$ cat config.mk
export PLATFORM = sky130hd
export DESIGN_NAME = csss_div
export DESIGN_NICKNAME = d
export VERILOG_FILES = /design/src/cell_downsample_shade_stats_unit_assert.svh /design/src/csss_pkg.sv /design/src/csss_div.sv
export SDC_FILE = /design/constraint.sdc
export NUM_CORES = 1
export LEC_CHECK = 0
export ABC_AREA = 1
export BUFFER_PORTS_ARGS = -buffer_cell sky130_fd_sc_hd__buf_2
export CAP_MARGIN = 20
export CORE_MARGIN = 2
export CORE_UTILIZATION = 53
export CTS_CLUSTER_DIAMETER = 200
export DETAILED_ROUTE_END_ITERATION = 16
export GPL_ROUTABILITY_DRIVEN = 0
export PLACE_DENSITY = 0.79
export SLEW_MARGIN = 10
export SYNTH_ARGS = -nofsm -noshare
export SYNTH_HDL_FRONTEND = slang
export SYNTH_SLANG_ARGS = --single-unit
$ cat constraint.sdc
create_clock -name clk -period 2.15 [get_ports clk]
set_input_delay 0.43 -clock clk [delete_from_list [all_inputs] [get_ports clk]]
set_output_delay 0.43 -clock clk [all_outputs]
set_load 0.02 [all_outputs]
$ cat src/cell_downsample_shade_stats_unit_assert.svh
// Assertion macros shared by the cell shade statistics RTL.
`ifndef CELL_DOWNSAMPLE_SHADE_STATS_UNIT_ASSERT_SVH
`define CELL_DOWNSAMPLE_SHADE_STATS_UNIT_ASSERT_SVH

// Check that cons holds in the same cycle as ante.
`define CSSS_ASSERT_SAME(lbl, ante, cons, msg) \
  lbl: assert property (@(posedge clk) disable iff (!rst_n) (ante) |-> (cons)) \
    else $error(msg);

// Check that cons holds in the cycle after ante.
`define CSSS_ASSERT_NEXT(lbl, ante, cons, msg) \
  lbl: assert property (@(posedge clk) disable iff (!rst_n) (ante) |=> (cons)) \
    else $error(msg);

`endif

$ cat src/csss_pkg.sv
// Types and constants of the cell shade statistics unit.
`timescale 1ns / 1ps
`default_nettype none

package csss_pkg;

  localparam int COMP_W     = 6;
  localparam int COLOR_W    = 8;
  localparam int CELL_W     = 12;
  localparam int CELL_EXT_W = 17;
  localparam int SUM_W      = 16;
  localparam int CNT_W      = 8;
  localparam int FILL_W     = 3;
  localparam int LUMA_W     = 16;
  localparam int STORE_W    = 28;
  localparam int DIVD_W     = 16;
  localparam int DIVS_W     = 8;
  localparam int DIV_STEPS  = 16;
  localparam int STEP_W     = 4;

  localparam logic [LUMA_W-1:0]  LUMA_KR       = 16'd77;
  localparam logic [LUMA_W-1:0]  LUMA_KG       = 16'd150;
  localparam logic [LUMA_W-1:0]  LUMA_KB       = 16'd29;
  localparam logic [COLOR_W-1:0] THRESH_RESET  = 8'd16;
  localparam logic [FILL_W-1:0]  FILL_MAX      = 3'd4;
  localparam logic [STORE_W-1:0] STORE_RESET   = 28'h0FF_FFFF | 28'hF00_0000;

  typedef struct packed {
    logic [COMP_W-1:0] pixel_red;
    logic [COMP_W-1:0] pixel_green;
    logic [COMP_W-1:0] pixel_blue;
    logic [CELL_W-1:0] cell_number;
    logic              cell_end;
  } pixel_t;

  typedef struct packed {
    logic [CELL_W-1:0]  out_cell;
    logic [COLOR_W-1:0] avg_red;
    logic [COLOR_W-1:0] avg_green;
    logic [COLOR_W-1:0] avg_blue;
    logic [FILL_W-1:0]  fill_level;
    logic               cell_changed;
  } result_t;

  typedef struct packed {
    logic load;
    logic step;
  } div_ctrl_t;

  typedef enum logic [3:0] {
    ST_CLEAR = 4'b0001,
    ST_ACC   = 4'b0010,
    ST_DIV   = 4'b0100,
    ST_FIN   = 4'b1000
  } state_t;

endpackage

`default_nettype wire

$ cat src/csss_div.sv
// Restoring divider lane, one quotient bit per step.
`timescale 1ns / 1ps
`default_nettype none

module csss_div (
  input  wire logic                          clk,
  input  wire csss_pkg::div_ctrl_t           ctrl,
  input  wire logic [csss_pkg::DIVD_W-1:0]   dividend,
  input  wire logic [csss_pkg::DIVS_W-1:0]   divisor,
  output logic      [csss_pkg::DIVD_W-1:0]   quotient
);

  logic [csss_pkg::DIVS_W-1:0] rem_r, rem_nxt;
  logic [csss_pkg::DIVD_W-1:0] quo_r, quo_nxt;
  logic [csss_pkg::DIVS_W-1:0] dvs_r, dvs_nxt;
  logic [csss_pkg::DIVS_W:0]   shifted;
  logic [csss_pkg::DIVS_W+1:0] trial;

  // Shift in the next dividend bit and try to subtract the held divisor.
  always_comb begin
    shifted = {rem_r, quo_r[csss_pkg::DIVD_W-1]};
    trial   = {1'b0, shifted} - {2'b00, dvs_r};
    rem_nxt = rem_r;
    quo_nxt = quo_r;
    dvs_nxt = dvs_r;
    if (ctrl.load) begin
      rem_nxt = '0;
      quo_nxt = dividend;
      dvs_nxt = divisor;
    end else if (ctrl.step) begin
      if (!trial[csss_pkg::DIVS_W+1]) begin
        rem_nxt = trial[csss_pkg::DIVS_W-1:0];
        quo_nxt = {quo_r[csss_pkg::DIVD_W-2:0], 1'b1};
      end else begin
        rem_nxt = shifted[csss_pkg::DIVS_W-1:0];
        quo_nxt = {quo_r[csss_pkg::DIVD_W-2:0], 1'b0};
      end
    end
  end

  always_ff @(posedge clk) begin
    rem_r <= rem_nxt;
    quo_r <= quo_nxt;
    dvs_r <= dvs_nxt;
  end

  assign quotient = quo_r;

endmodule

`default_nettype wire

Word-level counts from Yosys, hierarchy flattened
Cells that the tools add are included.
{"block": "totals", "ff_bits": 32, "latchBits": 0, "ramBits": 0, "mem_bits_ro": 0, "inputBits": 27, "word_cells": 9, "mem_count": 0}
{"block": "classes", "addsub": 1, "mul": 0, "n_div": 0, "magnitude_cmp": 0, "n_eq_ne": 0, "shifts": 0, "mux": 4, "bitwise_logic": 0, "n_reduce_logical": 1}
{"operator": "$mux W16", "count": 2}
{"operator": "$sub A9 B8 Y10", "count": 1}
{"operator": "$mux W8", "count": 1}
{"operator": "$reduce_bool A2 Y1", "count": 1}
{"operator": "$mux W1", "count": 1}

Logic depth before layout (Yosys ltp)
Gate-level depths: netlist of the first run.
{"block": "logic_depth", "depth_word": 4, "depth_mapped": 12}

Worst setup path after synthesis of the first run
Ideal clock, no wire load.
{"block": "synth_path", "path_kind": "reg2reg", "from": "register quo_r (netlist bit quotient[15])", "to": "register rem_r[4] (netlist bit)", "setup_ps": 139, "arrival_ps": 1631, "required_ps": 2011, "setup_slack_ps": 380, "stages_incl_launch_ff": 12, "period_less_slack_ps": 1770, "path_cell_list": "edfxtp_1 inv_1 ha_1 fa_1 inv_1 nand2_1 nand2_1 nand2_1 xor2_1 nand2_1 nand3_1 o21ai_0"}
{"block": "synth_between", "elab_chain_len": 2}
{"element": "start, declared", "line_no": "csss_div.sv:14", "source": "logic [csss_pkg::DIVD_W-1:0] quo_r, quo_nxt;"}
{"element": "start signal, assigned", "line_no": "csss_div.sv:43", "source": "quo_r <= quo_nxt;"}
{"element": "$sub A9 B8 Y10", "line_no": "csss_div.sv:22", "source": "trial = {1'b0, shifted} - {2'b00, dvs_r};"}
{"element": "$mux W8", "line_no": "csss_div.sv:31", "source": "if (!trial[csss_pkg::DIVS_W+1]) begin"}
{"element": "end signal, assigned", "line_no": "csss_div.sv:42", "source": "rem_r <= rem_nxt;"}
{"element": "end, declared", "line_no": "csss_div.sv:13", "source": "logic [csss_pkg::DIVS_W-1:0] rem_r, rem_nxt;"}
No other way between the ends.
A chain may end at the register's enable or synchronous reset.

Worst setup path after layout of the first run
Ends and elaborated chain as after synthesis.

==> results of run 1 <==
==> state kept, by name, indices dropped and copies added, names as in the netlist <==
register and count:
dvs_r 8, quotient 16, rem_r 8
==> routing by layer <==
layer / part of all wire / global-route usage
met3: 0.060 / 0.0588
met1: 0.45 / 0.296
met2: 0.49 / 0.316
met4: 0.00055 / 0.0669
met5: 0 / 0
==> report_power, final <==
part	internal, mW	total, mW	switching, mW
clock network	0.127	0.326	0.198
registers	0.753	0.800	0.0469
logic	0.231	0.615	0.384
total	1.11	1.74	0.630
==> stage by stage <==
stage	hold WS (ps)	power [mW]	setup WS [ps]
detailed placement	466	1.42	377
global placement	452	1.41	424
finish	275	1.74	358
floorplan	439	1.27	380
global route	260	1.85	149
CTS	269	1.74	363
==> worst min-delay path by stage <==
stage,start,to,slack [ps],cells past startpoint
after global placement,rem_r[7],rem_r[7],450,2
final,divisor[2],dvs_r[2],280,1
after CTS,divisor[6],dvs_r[6],270,1
after detailed placement,rem_r[7],rem_r[7],470,2
after global routing,divisor[3],dvs_r[3],260,1
after floorplan,rem_r[7],rem_r[7],440,2
==> cell type report <==
| cell class | instances | area, µm² | share of cell area |
|---|---|---|---|
| Inverter | 30 | 113 | 0.0541 |
| Timing Repair Buffer | 45 | 233 | 0.112 |
| Sequential cell | 32 | 881 | 0.423 |
| Tap cell | 44 | 55.1 | 0.0264 |
| Clock buffer | 7 | 45.0 | 0.0216 |
| Multi-Input combinational cell | 146 | 751 | 0.361 |
| Clock inverter | 1 | 5.00 | 0.00240 |
==> cells in the final DEF, fill, tap and decap left out <==
cell type / count
nand2_1: 91
buf_2: 42
inv_1: 30
edfxtp_1: 24
nand3_1: 14
ha_1: 8
dfxtp_1: 8
nand4_1: 7
nor2_1: 6
clkbuf_4: 5
a21oi_1: 3
o21ai_0: 3
buf_4: 3
nand2_2: 2
nor2_2: 2
nand3_4: 2
xor2_1: 2
clkbuf_1: 2
or2_1: 1
a21oi_4: 1
or2_2: 1
nand3b_1: 1
o21ai_2: 1
fa_1: 1
clkinv_2: 1
==> worst reg2reg max path: stages (launching register included) <==
cell and delay [ps]:
edfxtp_1 350, inv_1 70, ha_1 240, fa_1 400, inv_1 60, nand2_1 70
nand2_1 100, nand2_1 70, xor2_1 120, nand2_1 60, nand3_1 70, o21ai_0 80
==> cell families after synthesis <==
family | after synthesis | share of synthesized area
AND/OR/NAND/NOR | 127 | 0.318
flip-flops | 32 | 0.502
AO/OA/AOI/OAI | 8 | 0.0314
buffers and inverters | 33 | 0.0706
adder cells (fa/ha/maj) | 9 | 0.0684
XOR/XNOR | 2 | 0.00998
==> results.txt, run 1 <==
Resized Gates After CTS = 0
CP endpoint kind = flop
Post-Syn Area = 1760 µm²
Num Clock Sinks = 32
Starting Density = 0.566
Via density per instance = 4.82
Worst vdd rail ir drop = 0.443 mV
Max-slew headroom = 0.637
Die width = 61.6 µm
Fin crit share = 0.834
Critical path buffers and inverters = 2
Gr usage total = 0.210
Finished Layout Cells = 305
GRT overflow = 0
Unrepaired setup endpoints after global routing = false
Die height = 61.6 µm
CP peak stage delay = 400 ps
MaxCap Viol Count = 0
Critical path startpoint = quotient[15]
Status = finished clean
Fillers = 290
Setup crit end = rem_r[4]
Post-layout net count = 296
Number of cells on the critical path = 11
Worst r2r path cells = 11
Post-Route WL = 3.62 mm
I/O pins = 43
DR pass1 iterations = 4
Min Tclk post-route = 1790 ps
F_max = 558 MHz
Max Clock Skew = 10.6 ps
Family with the most delay on the worst path = adder cells
TritonCTS buffer count = 5
CTS tree = done
Setup Buffers After CTS = 0
Drt wl/cell = 11.9 µm
CTS root buf = clkbuf_4
Most common cell in the synthesized netlist = nand2_1
Area share of the largest cell type after synthesis = 0.411
Reg2Reg Capture Point = rem_r[4]
PD cells = 836 nW/µm²
Detailed-placement wirelength estimate = 2.82 mm
Ys async rst share = 0
Slew @ Worst Pin = 543 ps
DRC = 0
Initial antenna violation count = 0
Cells after Synth = 211
Diodes inserted = 0
Worst-skew pair later-pin latency = 330 ps
CP Cell Sequence = inv_1 -> ha_1 -> fa_1 -> inv_1 -> nand2_1 -> nand2_1 -> nand2_1 -> xor2_1 -> nand2_1 -> nand3_1 -> o21ai_0
Cell Area, Placed = 2030 µm²
CTS hold repair buffers = 0
Synth area leaders = edfxtp_1 (41%), nand2_1 (19%), dfxtp_1 (9.1%), inv_1 (6.4%), ha_1 (5.7%)
Seq cells post-synth = 32
Arr. time, crit path = 2000 ps
First-pass GRT wire length = 5.71 mm
Final Cell Area = 2080 µm²
Port bufs = 42
Syn Nets = 247
Synth area leader = edfxtp_1
Area grow syn2layout = 18.6%
Seq/Total Area, Yosys = 0.502
Most used cell along the critical path = nand2_1
Worst-path clk slew = 90 ps
Hold Path Class = input pin to flop
Maximum clock insertion buffer count = 2
Critical path type = flop to flop
Finish-stage setup viols = 0
Share of layout cells above drive strength 1 = 0.230
Syn Area/Cell = 8.32 µm²
Commonest cells post-synth = nand2_1 (91), inv_1 (30), edfxtp_1 (24), nand3_1 (14)
Die footprint = 3790 µm²
Yosys warns = 0
Routed vias = 1470
Reg2Reg Launch Point = quotient[15]
R2R Setup Slk = 360 ps
Critical path required time = 2360 ps
Largest net degree at the start of global routing = 21
Htree depth = 2
CP Launch Type = flop
Final Util = 0.671
1st-iter DRT viols = 66
DP Cell Count = 297
Distinct cells, synth = 21
Core area = 3100 µm²
Synth Flop Type = edfxtp_1
Setup_tns = 0 ps
Critical path peak fanout = 2
Number of synthesized flops with an enable pin = 24
Site row count = 20
Hold Fails Final Rpt = 0
Fin. max-slew vios = 0
Reported leakage power = 1.09 nW
Vias in the first global route = 1315
Critical Path Slowest Stage Cell = fa_1
ANT nets after route = 0
No activity file was read; power rests on OpenSTA's default activity.
==> run 2: changes to the inputs <==
Settings changed: CORE_UTILIZATION 53 to 48, PLACE_DENSITY 0.79 to 0.76.
Clock period 2.15 ns to 1.6 ns, I/O delays scaled along.
==> run 2 against run 1 <==
The run now ends with setup timing left; clock skew up 1.7 ps; sequential power increased by 38%; non-clock buffer count up 13; die area up 9.7%; largest cell class is now multi-input combinational cells.
==> results.txt, run 2 (synthesis gave the netlist of run 1 again) <==
DR top layer = met4
Maximum clock insertion buffer count = 2
1st-iter DRT viols = 79
Worst vdd rail ir drop = 0.647 mV
Max FFs per register = 16
Worst r2r path cells = 10
CP Cell Sequence = ha_4 -> fa_2 -> inv_2 -> nand2_2 -> nand2_2 -> nand2_2 -> xor2_1 -> nand2_1 -> nand3_1 -> o21ai_1
Via density per instance = 4.96
CP endpoint kind = flop
Routed vias = 1593
Port bufs = 42
CP Launch Type = flop
Vias in the first global route = 1517
Multi-input gate area = 912 µm²
CTS root buf = clkbuf_4
Starting Density = 0.514
Num Clock Sinks = 32
Core area = 3420 µm²
Setup_tns = -173 ps
Max-slew headroom = 0.642
Most used cell along the critical path = nand2_2
Initial antenna violation count = 0
GRT overflow = 0
F_max = 589 MHz
Max Clock Skew = 12.3 ps
Critical path type = flop to flop
Die width = 64.5 µm
CTS hold repair buffers = 0
Post-Route WL = 4.21 mm
TritonCTS buffer count = 5
Diodes inserted = 0
ANT nets after route = 0
DP Cell Count = 309
Site row count = 21
Reg2Reg Launch Point = dvs_r[0]
Leading cell types in the layout, fill and taps excluded = nand2_1 (81), buf_2 (42), edfxtp_1 (24)
Final worst slack = -98.4 ps
Met2 Routed Length = 2.19 mm
Min Tclk post-route = 1700 ps
WHS = 164 ps
Fillers = 271
Hold Path Class = input pin to flop
Unrepaired setup endpoints after global routing = true
Die height = 64.5 µm
Area grow syn2layout = 36.3%
Met3 WL = 154 µm
Finished Layout Cells = 321
Htree depth = 2
Final Util = 0.700
Power, Total = 2.66 mW
DRC = 0
Share of layout cells above drive strength 1 = 0.371
Reg area = 882 µm²
Worst hold path stage count = 1
MaxCap Viol Count = 0
Drt wl/cell = 13.1 µm
CP peak stage delay = 430 ps
Worst-path clk slew = 100 ps
Gr usage total = 0.201
Reg2Reg Capture Point = rem_r[4]
Reported leakage power = 1.20 nW
Failing checks = setup timing
Arr. time, crit path = 1910 ps
Hold_sp = divisor[0]
Status = finished with violations
R2R Setup Slk = -100 ps
Critical path peak fanout = 2
Post-layout net count = 310
Hold Fails Final Rpt = 0
DR pass1 iterations = 4
Most common cell after layout, fill and taps aside = nand2_1
CTS tree = done
Metal1 wirelength = 1.85 mm
Largest net degree at the start of global routing = 25
PD cells = 1110 nW/µm²
Finish-stage setup viols = 3
Endpoint, Worst Hold = dvs_r[0]
Fin crit share = 1.06
Die footprint = 4160 µm²
Worst-skew pair later-pin latency = 330 ps
Detailed-placement wirelength estimate = 2.92 mm
I/O pins = 43
Critical path required time = 1810 ps
Fin. max-slew vios = 0
Slew @ Worst Pin = 535 ps
Critical Path Slowest Stage Cell = edfxtp_1
First-pass GRT wire length = 6.44 mm
==> run 2: changes by cell type in the layout (fill, tap and decap cells not counted), moves of 2 or more <==
cell	delta
nand2_1	-10
ha_1	-7
ha_4	+7
inv_1	-7
inv_2	+7
nand2_2	+7
buf_6	+6
buf_4	+5
nand2_4	+3
buf_12	+2
==> run 2: how the worst max path moves through the flow <==
stage	startpoint	endpoint	slack [ps]	cells after the start
floorplan	quotient[15]	rem_r[4]	-90	11
CTS	quotient[15]	rem_r[6]	-50	11
global route	dvs_r[0]	rem_r[4]	-190	10
global placement	dvs_r[0]	rem_r[4]	5	10
detailed placement	quotient[15]	rem_r[4]	-50	11
finish	dvs_r[0]	rem_r[4]	-100	10
==> run 2: report_power, final <==
part           leakage (nW)  internal (mW)  switching (mW)
Sequential            0.311           1.01          0.0871
Clock                0.0293          0.171           0.278
Combinational         0.857          0.488           0.624
Total                  1.20           1.67           0.989
==> run 2: per-layer routing <==
metal | track usage | vias to the layer above
met5 | 0 | -
met4 | 0.0426 | 0
met3 | 0.0625 | 4
met2 | 0.340 | 37
met1 | 0.254 | 746
li1 | - | 806
==> run 2: final cells by class <==
cell class | instances | area share
clock buffers | 7 | 0.0188
clock inverters | 1 | 0.00209
inverters | 30 | 0.0471
multi-input cells | 147 | 0.381
flip-flops and latches | 32 | 0.369
well taps | 46 | 0.0241
repair buffers | 58 | 0.158
==> run 2: timing repair <==
action,in CTS,in global routing
resized for setup,3,36
endpoints found under the setup margin,4,9
setup buffers,1,2
pin swaps,2,16
gates cloned,0,1
==> run 2: worst max-delay path, delay by kind of cell (launching register included) <==
kind / cells / cell delay [ps]
XOR/XNOR: 1 / 150
adder cells (fa/ha/maj): 2 / 560
AND/OR/NAND/NOR: 5 / 320
buffers and inverters: 1 / 60
AO/OA/AOI/OAI: 1 / 60
flip-flops: 1 / 430
==> run 2: through the flow <==
stage                     setup WS, ps  cell area [µm²]
after floorplan                  -87.3             1760
after detailed placement         -50.9             2140
after global placement            5.48             2140
after CTS                        -53.4             2210
final                            -98.4             2390
after global routing              -186             2390
